## src/assert_macros.svh

```systemverilog
// ---------------------------------------------------------------------------
// assert_macros.svh
// assertion helpers; empty when synthesizing
// ---------------------------------------------------------------------------
`ifndef ASSERT_MACROS_SVH
`define ASSERT_MACROS_SVH

`ifndef SYNTHESIS
// property checked on every clock edge outside reset
`define ASSERT_CLK(lbl, prop, msg) \
  lbl: assert property (@(posedge clk) disable iff (!rst_n) (prop)) else $error(msg);
// implication checked on every clock edge outside reset
`define ASSERT_IMPL(lbl, pre, post, msg) \
  lbl: assert property (@(posedge clk) disable iff (!rst_n) (pre) |-> (post)) else $error(msg);
`else
`define ASSERT_CLK(lbl, prop, msg)
`define ASSERT_IMPL(lbl, pre, post, msg)
`endif

`endif

```

## src/bzc_pkg.sv

```systemverilog
// ---------------------------------------------------------------------------
// bzc_pkg
// shared types and constants of the buzzer tone pattern controller
// ---------------------------------------------------------------------------
package bzc_pkg;

  // operation codes
  localparam logic [2:0] OP_TICK    = 3'd0;
  localparam logic [2:0] OP_PLAY    = 3'd1;
  localparam logic [2:0] OP_STOP    = 3'd2;
  localparam logic [2:0] OP_SUCCESS = 3'd3;
  localparam logic [2:0] OP_ERROR   = 3'd4;
  localparam logic [2:0] OP_WARNING = 3'd5;

  // status codes
  localparam logic [1:0] STS_OK    = 2'd0;
  localparam logic [1:0] STS_NOEN  = 2'd1;
  localparam logic [1:0] STS_INVAL = 2'd2;

  // pattern kinds
  localparam logic [1:0] PAT_NONE    = 2'd0;
  localparam logic [1:0] PAT_SUCCESS = 2'd1;
  localparam logic [1:0] PAT_ERROR   = 2'd2;
  localparam logic [1:0] PAT_WARNING = 2'd3;

  // register indexes
  localparam logic [2:0] REG_ENABLE = 3'd0;
  localparam logic [2:0] REG_VOLUME = 3'd1;
  localparam logic [2:0] REG_NOTE_HI = 3'd2;
  localparam logic [2:0] REG_NOTE_MID = 3'd3;
  localparam logic [2:0] REG_NOTE_LO = 3'd4;

  // reset values
  localparam logic [6:0]  VOLUME_RST  = 7'd50;
  localparam logic [14:0] NOTE_HI_RST = 15'd523;
  localparam logic [14:0] NOTE_MID_RST = 15'd330;
  localparam logic [14:0] NOTE_LO_RST = 15'd262;

  // limits and timing
  localparam logic [15:0] FREQ_MIN = 16'd20;
  localparam logic [15:0] FREQ_MAX = 16'd20000;
  localparam logic [7:0]  PCT      = 8'd100;
  localparam logic [7:0]  NOTE_DUTY = 8'd30;
  localparam logic [19:0] NOTE_SHORT_MS = 20'd40;
  localparam logic [19:0] NOTE_LONG_MS  = 20'd100;
  localparam logic [7:0]  GAP_SHORT = 8'd140;
  localparam logic [7:0]  GAP_LONG  = 8'd250;

  // serial divider sizes
  localparam int DIV_DW = 34;
  localparam int DIV_VW = 16;
  localparam logic [DIV_DW-1:0] NS_PER_S = 34'd1000000000;

  typedef enum logic [2:0] {
    ST_IDLE, ST_SCALE, ST_PER, ST_MUL, ST_PUL, ST_FIN, ST_OUT
  } state_t;

  typedef struct packed {
    logic [2:0]  operation;
    logic [15:0] tone_freq;
    logic [7:0]  duty_percent;
    logic [19:0] tone_len;
  } in_beat_t;

  typedef struct packed {
    logic [1:0]  status;
    logic [25:0] pwm_period;
    logic [25:0] pwm_pulse;
    logic        pwm_updated;
    logic        playing;
  } out_beat_t;

endpackage

```

## src/buzzer_tone_pattern_controller.sv

```systemverilog
// ---------------------------------------------------------------------------
// buzzer_tone_pattern_controller
// tone requests, auto-stop countdown and beep pattern sequencer
// ---------------------------------------------------------------------------
// channel | direction | handshake              | payload
// in_     | input     | in_valid / in_stall    | in_data (in_beat_t)
// out_    | output    | out_valid / out_stall  | out_data (out_beat_t)
// cfg     | input     | psel/penable/pready    | paddr, pwdata, prdata
//
// beats that start no new tone go from accept through the fin and out states to their result
// a sounding tone runs the bit-serial divider 3 times (scale, period, pulse),
// then passes through the fin and out states to its result
// one beat is in flight at a time; in_stall is high until its result is taken
// reset is synchronous, active low, and restores the register defaults
// ---------------------------------------------------------------------------
`include "assert_macros.svh"

module buzzer_tone_pattern_controller (
  input  logic               clk,
  input  logic               rst_n,
  input  logic               in_valid,
  output logic               in_stall,
  input  bzc_pkg::in_beat_t  in_data,
  output logic               out_valid,
  input  logic               out_stall,
  output bzc_pkg::out_beat_t out_data,
  input  logic               psel,
  input  logic               penable,
  input  logic               pwrite,
  input  logic [4:0]         paddr,
  input  logic [31:0]        pwdata,
  output logic [31:0]        prdata,
  output logic               pready
);

  import bzc_pkg::*;

  state_t state_r, state_nxt;

  // registers
  logic        enable_r;
  logic [6:0]  volume_r;
  logic [14:0] note_hi_r, note_mid_r, note_lo_r;

  // tone state
  logic        tone_on_r;
  logic [25:0] period_r, pulse_r;
  logic        armed_r;
  logic [19:0] remain_r;
  logic [1:0]  kind_r, index_r;
  logic [7:0]  gap_r;

  // per-beat work registers
  logic [1:0]  status_r;
  logic [25:0] old_per_r, old_pul_r;
  logic [15:0] freq_r;
  logic [19:0] dur_r;
  logic [6:0]  scaled_r;
  logic [25:0] per_r;
  logic        out_valid_r;
  out_beat_t   out_data_r;

  // decode results
  logic        d_tone_on, d_armed, d_req;
  logic [25:0] d_pulse;
  logic [19:0] d_remain, d_dur;
  logic [1:0]  d_kind, d_index, d_status;
  logic [7:0]  d_gap, d_duty;
  logic [15:0] d_freq;

  logic        accept, cfg_wr;
  logic        div_start, div_done;
  logic [DIV_DW-1:0] div_dividend, div_quo;
  logic [DIV_VW-1:0] div_divisor;

  assign accept = in_valid && !in_stall;
  assign cfg_wr = psel && penable && pwrite && pready;
  assign pready = 1'b1;

  // decode one beat against the current state
  always_comb begin : decode
    logic       step;
    logic [1:0] nidx;
    logic [1:0] last;
    logic [15:0] nfreq;
    d_tone_on = tone_on_r;
    d_pulse   = pulse_r;
    d_armed   = armed_r;
    d_remain  = remain_r;
    d_kind    = kind_r;
    d_index   = index_r;
    d_gap     = gap_r;
    d_status  = STS_OK;
    d_req     = 1'b0;
    d_freq    = in_data.tone_freq;
    d_duty    = in_data.duty_percent;
    d_dur     = in_data.tone_len;
    step      = 1'b0;
    nidx      = '0;
    last      = '0;
    nfreq     = '0;
    case (in_data.operation)
      OP_TICK: begin
        if (armed_r) begin
          if (remain_r > 20'd1) begin
            d_remain = remain_r - 20'd1;
          end else begin
            d_armed = 1'b0;
            d_remain = '0;
            d_pulse = '0;
            d_tone_on = 1'b0;
          end
        end
        if (kind_r != PAT_NONE) begin
          if (gap_r > 8'd1) begin
            d_gap = gap_r - 8'd1;
          end else begin
            d_gap = '0;
            step = 1'b1;
          end
        end
      end
      OP_PLAY: begin
        if (!enable_r) begin
          d_status = STS_NOEN;
        end else if (in_data.tone_freq < FREQ_MIN || in_data.tone_freq > FREQ_MAX ||
                     in_data.duty_percent > PCT) begin
          d_status = STS_INVAL;
        end else begin
          d_req = 1'b1;
        end
      end
      OP_STOP: begin
        if (!enable_r) begin
          d_status = STS_NOEN;
        end else begin
          d_armed = 1'b0;
          d_remain = '0;
          d_pulse = '0;
          d_tone_on = 1'b0;
        end
      end
      OP_SUCCESS, OP_ERROR, OP_WARNING: begin
        if (!enable_r) begin
          d_status = STS_NOEN;
        end else begin
          d_armed = 1'b0;
          d_remain = '0;
          d_pulse = '0;
          d_tone_on = 1'b0;
          d_kind = 2'(in_data.operation - 3'd2);
          d_index = '0;
          d_gap = '0;
          step = 1'b1;
        end
      end
      default: begin
        d_status = STS_INVAL;
      end
    endcase

    // pattern step: pick the note and advance the sequence
    if (step) begin
      d_duty = NOTE_DUTY;
      case (d_kind)
        PAT_SUCCESS: begin
          d_dur = NOTE_SHORT_MS;
          if (d_index == 2'd0) begin
            nfreq = {1'b0, note_hi_r};
            d_index = 2'd1;
            d_gap = GAP_SHORT;
          end else begin
            nfreq = {1'b0, note_mid_r};
            d_kind = PAT_NONE;
            d_index = '0;
            d_gap = '0;
          end
        end
        PAT_ERROR, PAT_WARNING: begin
          d_dur = NOTE_LONG_MS;
          nfreq = {1'b0, note_lo_r};
          last = (d_kind == PAT_ERROR) ? 2'd3 : 2'd2;
          nidx = d_index + 2'd1;
          if (nidx < last) begin
            d_index = nidx;
            d_gap = GAP_LONG;
          end else begin
            d_kind = PAT_NONE;
            d_index = '0;
            d_gap = '0;
          end
        end
        default: begin
          d_kind = PAT_NONE;
          d_index = '0;
          d_gap = '0;
        end
      endcase
      d_freq = nfreq;
      d_req = enable_r && nfreq >= FREQ_MIN && nfreq <= FREQ_MAX;
    end
  end

  // divider operand selection
  always_comb begin
    div_start    = 1'b0;
    div_dividend = NS_PER_S;
    div_divisor  = DIV_VW'(PCT);
    case (state_r)
      ST_IDLE: begin
        div_start    = accept && d_req;
        div_dividend = DIV_DW'(d_duty * volume_r);
      end
      ST_SCALE: begin
        div_start    = div_done;
        div_dividend = NS_PER_S;
        div_divisor  = freq_r;
      end
      ST_MUL: begin
        div_start    = 1'b1;
        div_dividend = DIV_DW'(per_r * scaled_r);
      end
      default: begin
        div_start = 1'b0;
      end
    endcase
  end

  bzc_div #(
    .DW (DIV_DW),
    .VW (DIV_VW)
  ) u_div (
    .clk      (clk),
    .rst_n    (rst_n),
    .start    (div_start),
    .dividend (div_dividend),
    .divisor  (div_divisor),
    .done     (div_done),
    .quotient (div_quo)
  );

  // sequencer next state
  always_comb begin
    state_nxt = state_r;
    case (state_r)
      ST_IDLE:  if (accept) state_nxt = d_req ? ST_SCALE : ST_FIN;
      ST_SCALE: if (div_done) state_nxt = ST_PER;
      ST_PER:   if (div_done) state_nxt = ST_MUL;
      ST_MUL:   state_nxt = ST_PUL;
      ST_PUL:   if (div_done) state_nxt = ST_FIN;
      ST_FIN:   state_nxt = ST_OUT;
      ST_OUT:   if (!out_stall) state_nxt = ST_IDLE;
      default:  state_nxt = ST_IDLE;
    endcase
  end

  always_ff @(posedge clk) begin
    if (!rst_n) begin
      state_r <= ST_IDLE;
    end else begin
      state_r <= state_nxt;
    end
  end

  // control state, registers and tone state
  always_ff @(posedge clk) begin
    if (!rst_n) begin
      enable_r    <= 1'b0;
      volume_r    <= VOLUME_RST;
      note_hi_r   <= NOTE_HI_RST;
      note_mid_r  <= NOTE_MID_RST;
      note_lo_r   <= NOTE_LO_RST;
      tone_on_r   <= 1'b0;
      period_r    <= '0;
      pulse_r     <= '0;
      armed_r     <= 1'b0;
      remain_r    <= '0;
      kind_r      <= PAT_NONE;
      index_r     <= '0;
      gap_r       <= '0;
      out_valid_r <= 1'b0;
    end else begin
      if (cfg_wr) begin
        case (paddr[4:2])
          REG_ENABLE: begin
            if (pwdata[0] && !enable_r) begin
              pulse_r   <= '0;
              tone_on_r <= 1'b0;
            end
            enable_r <= pwdata[0];
          end
          REG_VOLUME:   if (pwdata[6:0] <= PCT[6:0]) volume_r <= pwdata[6:0];
          REG_NOTE_HI:  note_hi_r  <= pwdata[14:0];
          REG_NOTE_MID: note_mid_r <= pwdata[14:0];
          REG_NOTE_LO:  note_lo_r  <= pwdata[14:0];
          default: ;
        endcase
      end
      case (state_r)
        ST_IDLE: begin
          if (accept) begin
            tone_on_r <= d_tone_on;
            pulse_r   <= d_pulse;
            armed_r   <= d_armed;
            remain_r  <= d_remain;
            kind_r    <= d_kind;
            index_r   <= d_index;
            gap_r     <= d_gap;
          end
        end
        ST_PUL: begin
          if (div_done) begin
            period_r  <= per_r;
            pulse_r   <= div_quo[25:0];
            tone_on_r <= 1'b1;
            if (dur_r != '0) begin
              armed_r  <= 1'b1;
              remain_r <= dur_r;
            end
          end
        end
        ST_FIN: out_valid_r <= 1'b1;
        ST_OUT: if (!out_stall) out_valid_r <= 1'b0;
        default: ;
      endcase
    end
  end

  // per-beat payload
  always_ff @(posedge clk) begin
    if (state_r == ST_IDLE && accept) begin
      status_r  <= d_status;
      old_per_r <= period_r;
      old_pul_r <= pulse_r;
      freq_r    <= d_freq;
      dur_r     <= d_dur;
    end
    if (state_r == ST_SCALE && div_done) scaled_r <= div_quo[6:0];
    if (state_r == ST_PER && div_done) per_r <= div_quo[25:0];
    if (state_r == ST_FIN) begin
      out_data_r.status      <= status_r;
      out_data_r.pwm_period  <= period_r;
      out_data_r.pwm_pulse   <= pulse_r;
      out_data_r.pwm_updated <= (period_r != old_per_r) || (pulse_r != old_pul_r);
      out_data_r.playing     <= enable_r && tone_on_r;
    end
  end

  // register read back
  always_comb begin
    prdata = '0;
    case (paddr[4:2])
      REG_ENABLE:   prdata = {31'd0, enable_r};
      REG_VOLUME:   prdata = {25'd0, volume_r};
      REG_NOTE_HI:  prdata = {17'd0, note_hi_r};
      REG_NOTE_MID: prdata = {17'd0, note_mid_r};
      REG_NOTE_LO:  prdata = {17'd0, note_lo_r};
      default:      prdata = '0;
    endcase
  end

  assign in_stall  = (state_r != ST_IDLE);
  assign out_valid = out_valid_r;
  assign out_data  = out_data_r;

  `ASSERT_IMPL(a_out_in_out_state, out_valid_r, state_r == ST_OUT, "result outside out state")
  `ASSERT_IMPL(a_silent_no_pulse, !tone_on_r, pulse_r == '0, "pulse nonzero while silent")
  `ASSERT_IMPL(a_disarmed_clear, !armed_r, remain_r == '0, "countdown left while disarmed")
  `ASSERT_IMPL(a_no_pattern_clear, kind_r == PAT_NONE, index_r == '0 && gap_r == '0, "stale pattern")

endmodule

```

## src/bzc_div.sv

```systemverilog
// ---------------------------------------------------------------------------
// bzc_div
// bit-serial restoring divider, one quotient bit per cycle
// ---------------------------------------------------------------------------
module bzc_div #(
  parameter int DW = 34,
  parameter int VW = 16
) (
  input  logic          clk,
  input  logic          rst_n,
  input  logic          start,
  input  logic [DW-1:0] dividend,
  input  logic [VW-1:0] divisor,
  output logic          done,
  output logic [DW-1:0] quotient
);

  localparam int CW = $clog2(DW);
  localparam logic [CW-1:0] LAST = CW'(DW - 1);

  logic          busy_r, busy_nxt;
  logic          done_r, done_nxt;
  logic [CW-1:0] cnt_r, cnt_nxt;
  logic [DW-1:0] quo_r, quo_nxt;
  logic [VW-1:0] rem_r, rem_nxt;
  logic [VW-1:0] div_r, div_nxt;
  logic [VW:0]   trial;
  logic          ge;

  // one trial subtract per cycle
  assign trial = {rem_r, quo_r[DW-1]};
  assign ge    = trial >= {1'b0, div_r};

  always_comb begin
    busy_nxt = busy_r;
    done_nxt = 1'b0;
    cnt_nxt  = cnt_r;
    quo_nxt  = quo_r;
    rem_nxt  = rem_r;
    div_nxt  = div_r;
    if (start) begin
      busy_nxt = 1'b1;
      cnt_nxt  = '0;
      quo_nxt  = dividend;
      rem_nxt  = '0;
      div_nxt  = divisor;
    end else if (busy_r) begin
      quo_nxt = {quo_r[DW-2:0], ge};
      rem_nxt = ge ? VW'(trial - {1'b0, div_r}) : trial[VW-1:0];
      cnt_nxt = cnt_r + 1'b1;
      if (cnt_r == LAST) begin
        busy_nxt = 1'b0;
        done_nxt = 1'b1;
      end
    end
  end

  // control state
  always_ff @(posedge clk) begin
    if (!rst_n) begin
      busy_r <= 1'b0;
      done_r <= 1'b0;
      cnt_r  <= '0;
    end else begin
      busy_r <= busy_nxt;
      done_r <= done_nxt;
      cnt_r  <= cnt_nxt;
    end
  end

  // data path
  always_ff @(posedge clk) begin
    quo_r <= quo_nxt;
    rem_r <= rem_nxt;
    div_r <= div_nxt;
  end

  assign done     = done_r;
  assign quotient = quo_r;

endmodule

```

## config.mk

```make
export PLATFORM = sky130hd
export DESIGN_NAME = buzzer_tone_pattern_controller
export DESIGN_NICKNAME = d
export VERILOG_FILES = /design/src/bzc_pkg.sv /design/src/buzzer_tone_pattern_controller.sv /design/src/bzc_div.sv
export VERILOG_INCLUDE_DIRS = /design/src /design/src/src
export SDC_FILE = /design/constraint.sdc
export NUM_CORES = 1
export LEC_CHECK = 0
export BUFFER_PORTS_ARGS = -buffer_cell sky130_fd_sc_hd__buf_2
export CORE_ASPECT_RATIO = 1.4
export CORE_MARGIN = 2
export CORE_UTILIZATION = 56
export DETAILED_ROUTE_END_ITERATION = 7
export GPL_TIMING_DRIVEN = 1
export PLACE_DENSITY_LB_ADDON = 0.1
export SLEW_MARGIN = 20
export SYNTH_ARGS = -nofsm -noshare
export SYNTH_HDL_FRONTEND = slang
export SYNTH_SLANG_ARGS = --single-unit
```

## constraint.sdc

```tcl
create_clock -name clk -period 7.1 [get_ports clk]
set_input_delay 0.71 -clock clk [delete_from_list [all_inputs] [get_ports clk]]
set_output_delay 0.71 -clock clk [all_outputs]
set_load 0.1 [all_outputs]
```

==> results.toml <==
[status]
status = "completed"

[logic_synthesis]
synth-simple-area-share_pct = 16.4
synth_flop_cell = "sky130_fd_sc_hd__edfxtp_1"
synth.top_cells.by_count = "408 x sky130_fd_sc_hd__nand2_1, 229 x sky130_fd_sc_hd__edfxtp_1, 184 x sky130_fd_sc_hd__inv_1"
synth-adder-area-share_pct = 17.3
post-synth-top-area-fraction_pct = 27.5
ys_top_cells_by_area = "sky130_fd_sc_hd__edfxtp_1 28%, sky130_fd_sc_hd__dfxtp_1 13%, sky130_fd_sc_hd__fa_1 12%, sky130_fd_sc_hd__nand2_1 6.1%, sky130_fd_sc_hd__ha_1 5.4%"
synth_enable_flop_cells = 229
synth_cells = 2514
synthXorXnorAreaFrac_pct = 3.61
synthMostInstantiatedCell = "sky130_fd_sc_hd__nand2_1"
synth_seq_cells = 396
synth_seq_area_share_pct = 40.9
yosys-mux-area-fraction_pct = 2.72
synthesis.area_mm2 = 0.0250
synth_top_family_by_area = "adder cells"
synth_compound_gate_area_share_pct = 13.5
number_of_synthesis_warnings = 0
synth-async-reset-ratio_pct = 0
synth_top_cell_by_area = "sky130_fd_sc_hd__edfxtp_1"
syn_area_per_cell_um2 = 9.93
synth_cell_type_count = 82

[clock_network]
clk-insertion-delay-late_ps = 560
cts-htree-levels = 2
cts_sinks = 396
cts-root-to-sink-buffers = 3
cts_hold_buffers = 0
cts_buffers = 40
cts.repair_timing.setup_buffer_count = 0
ctsResizeCount = 0
clock_tree_from_tritoncts = "built"
clock_tree.root_cell = "sky130_fd_sc_hd__clkbuf_16"
clk_transition_reported_paths_ps = 60

[drt]
routed_wl_um = 61600
post_drt_via_cell_ratio = 5.91
drt-wirelength-per-cell_um = 19.4
postRouteAntennaNets = 0
firstDrtPassIters = 6
route.vias.total = 18800
drc = 0
first_iter_violations = 1156

[cells_and_area]
layout.filler_cells = 3692
n_antenna_cell = 0
fraction_of_layout_cells_with_a_size_suffix_above_1_pct = 11.6
nNetsFinal = 2935
final_core_util_pct = 62.0
areaGrowthSynthToFinish_pct = 9.47
postLayoutCellArea_mm2 = 0.0273

[hold_path]
min-delay-path-class = "in -> reg"
hold_start = "pwdata[8]"

[setup_path]
setup.worst_path.class = "reg -> reg"
worstSetupStartpointType = "register"
critPathRequiredTime_ps = 7410
crit_path_max_fanout = 10
timing.critical_path.from = "gap_r[2]"
rr_startpoint = "gap_r[2]"
timing.critical_path.arrival_ps = 6750
cp-end-kind = "register"

[global_routing]
globalRouteTotalUtil_pct = 27.0
first_global_vias = 19000
global_route.overflow_total = 0
grt_max_degree = 71
grt_antenna_before_repair = 0
global_route_wire_length_before_repair_um = 99400

[floorplanning]
core_region_area_mm2 = 0.0441
row_count = 91
floorplan.initialDensity_pct = 56.7
top_level_ports = 182
chipWidth_um = 182
floorplan_die_area_mm2 = 0.0463
die_h_um = 254

[power_and_ir_drop]
switching_power_uw = 1850
power.internal_uw = 4230
vdd.ir_drop.worst_v = 0.000247
pwr-share-comb_pct = 21.3
power.share.switching_pct = 30.4
sequentialPowerShare_pct = 43.6
p_per_area_mw_per_mm2 = 222
leakage_power_figure_uw = 0.0113
share_clk_of_total_power_pct = 35.1

[sta]
max_slew_vio_count = 0
timing.final.hold_violations = 0
fin_worst_skew_ps = 21.4
fin_tns_setup_ps = 0
worst_pin_slew_ps = 1040
post-route-worst-setup-slack_ps = 661
period_needed_ps = 6440
finalSetupViolCount = 0
achievable-frequency_ghz = 0.155
finalCritPeriodShare_pct = 90.7
slew_headroom_pct = 30.5
rsz0062_at_grt = "false"

[run]
max_cap_violations = 0

[placed_design]
globalplace.congestion = 0.895
dpl.hpwl_um = 46400
io_buffer_count = 144
detailed_place.area_mm2 = 0.0260
dp_worst_setup_slack_ps = 317
[kinds of logic (layout without fill, tap and decap cells)]
kind of cell | count (synthesis) | count (layout)
and+or+nand+nor | 864 | 864
AOI/OAI and AO/OA | 490 | 490
DFF | 396 | 396
buffers and inverters | 342 | 432
adders and majority gates | 256 | 256
xor gates and xnor gates | 103 | 103
muxes | 61 | 61
other | 2 | 18
[metrics by stage]
stage / hold slack, ps / std cells / total power, µW
5_1_grt: 404 / 3178 / 6350
3_3_place_gp: 408 / 3104 / 3950
2_1_floorplan: 400 / 2530 / 3700
4_1_cts: 371 / 3178 / 6120
3_5_place_dp: 406 / 3104 / 3980
6_report: 397 / 3178 / 6080
[layout make-up]
| type | count | area (µm²) | share of cell area (%) |
|---|---|---|---|
| tap | 558 | 698 | 2.55 |
| timing repair buffer | 173 | 938 | 3.43 |
| clock inverter | 26 | 226 | 0.828 |
| inverter | 185 | 696 | 2.54 |
| sequential | 396 | 10200 | 37.4 |
| clock buffer | 48 | 1110 | 4.08 |
| multi-input combinational | 1792 | 13400 | 49.2 |
[registers in the layout, indices dropped and copies added, names as in the netlist, 16 cells and up]
register        flops
pulse_r            26
period_r           26
dur_r              20
u_div.div_r        16
out_data           56
per_r              26
old_pul_r          26
freq_r             16
u_div.quotient     34
old_per_r          26
u_div.rem_r        16
remain_r           20
[final timing paths]
check | end | cells after the start | slack [ps]
hold reg to reg | out_data[54] | 0 | 420
hold / removal | note_lo_r[8] | 3 | 400
setup / recovery | u_div.quotient[14] | 21 | 660
setup reg to reg | u_div.quotient[14] | 21 | 660
[cell usage in the layout (no fill, tap or decap), types with 10 or more instances in the layout]
cell type / synthesis / layout
sky130_fd_sc_hd__xor2_1: 49 / 49
sky130_fd_sc_hd__ha_1: 107 / 107
sky130_fd_sc_hd__nor3_1: 33 / 33
sky130_fd_sc_hd__o211ai_1: 10 / 10
sky130_fd_sc_hd__a311oi_1: 13 / 13
sky130_fd_sc_hd__conb_1: 2 / 18
sky130_fd_sc_hd__a211oi_1: 14 / 14
sky130_fd_sc_hd__o21a_1: 18 / 17
sky130_fd_sc_hd__o21ai_0: 99 / 98
sky130_fd_sc_hd__and2_1: 88 / 87
sky130_fd_sc_hd__inv_1: 184 / 183
sky130_fd_sc_hd__mux2i_1: 25 / 25
sky130_fd_sc_hd__a21o_1: 17 / 17
sky130_fd_sc_hd__and3_1: 31 / 30
sky130_fd_sc_hd__nand4_1: 24 / 24
sky130_fd_sc_hd__buf_4: 19 / 29
sky130_fd_sc_hd__a21oi_1: 97 / 97
sky130_fd_sc_hd__a21boi_0: 73 / 73
sky130_fd_sc_hd__dfxtp_1: 167 / 167
sky130_fd_sc_hd__nor2_1: 101 / 99
sky130_fd_sc_hd__o22ai_1: 12 / 12
sky130_fd_sc_hd__nor4_1: 25 / 25
sky130_fd_sc_hd__fa_1: 149 / 149
sky130_fd_sc_hd__clkbuf_16: 0 / 43
sky130_fd_sc_hd__nand2_1: 408 / 408
sky130_fd_sc_hd__or3_1: 15 / 15
sky130_fd_sc_hd__edfxtp_1: 229 / 229
sky130_fd_sc_hd__a221oi_1: 11 / 11
sky130_fd_sc_hd__xnor2_1: 54 / 54
sky130_fd_sc_hd__nor2b_1: 44 / 44
sky130_fd_sc_hd__a22o_1: 34 / 34
sky130_fd_sc_hd__buf_2: 9 / 144
sky130_fd_sc_hd__nand3_1: 42 / 42
sky130_fd_sc_hd__mux2_2: 32 / 32
sky130_fd_sc_hd__nand2b_1: 14 / 14
[metal layers]
metal  part of all wire (%)  up-vias  track usage (%)
li1                       -     8833                -
met1                     39     9252             32.2
met2                     52      560             49.0
met3                    4.7      123             3.04
met4                    4.2        0             11.7
met5                      0        -                0
[power by group through the flow]
stage / clock network [µW] / logic (µW) / registers (µW)
global placement: 0 / 1260 / 2690
global route: 2260 / 1430 / 2660
finish: 2140 / 1290 / 2650
floorplan: 0 / 941 / 2760
detailed placement: 0 / 1290 / 2700
CTS: 2180 / 1300 / 2650
[critical path, stage by stage, from the launching register on]
cell                       delay (ps)
sky130_fd_sc_hd__dfxtp_1          360
sky130_fd_sc_hd__nor4_2           390
sky130_fd_sc_hd__nand2b_1         150
sky130_fd_sc_hd__or3_1            430
sky130_fd_sc_hd__o21ai_2          410
sky130_fd_sc_hd__nor2_1           220
sky130_fd_sc_hd__nor2b_1          200
sky130_fd_sc_hd__fa_1             490
sky130_fd_sc_hd__fa_1             540
sky130_fd_sc_hd__fa_1             550
sky130_fd_sc_hd__inv_1             50
sky130_fd_sc_hd__fa_1             530
sky130_fd_sc_hd__inv_1             40
sky130_fd_sc_hd__ha_1             350
sky130_fd_sc_hd__or2_2            310
sky130_fd_sc_hd__a21oi_1          190
sky130_fd_sc_hd__a211oi_1         100
sky130_fd_sc_hd__nor4_1           270
sky130_fd_sc_hd__o21bai_1         110
sky130_fd_sc_hd__xnor2_1          160
sky130_fd_sc_hd__o22ai_1          100
sky130_fd_sc_hd__o31a_1           270
Power figures use the tool's default switching activity.
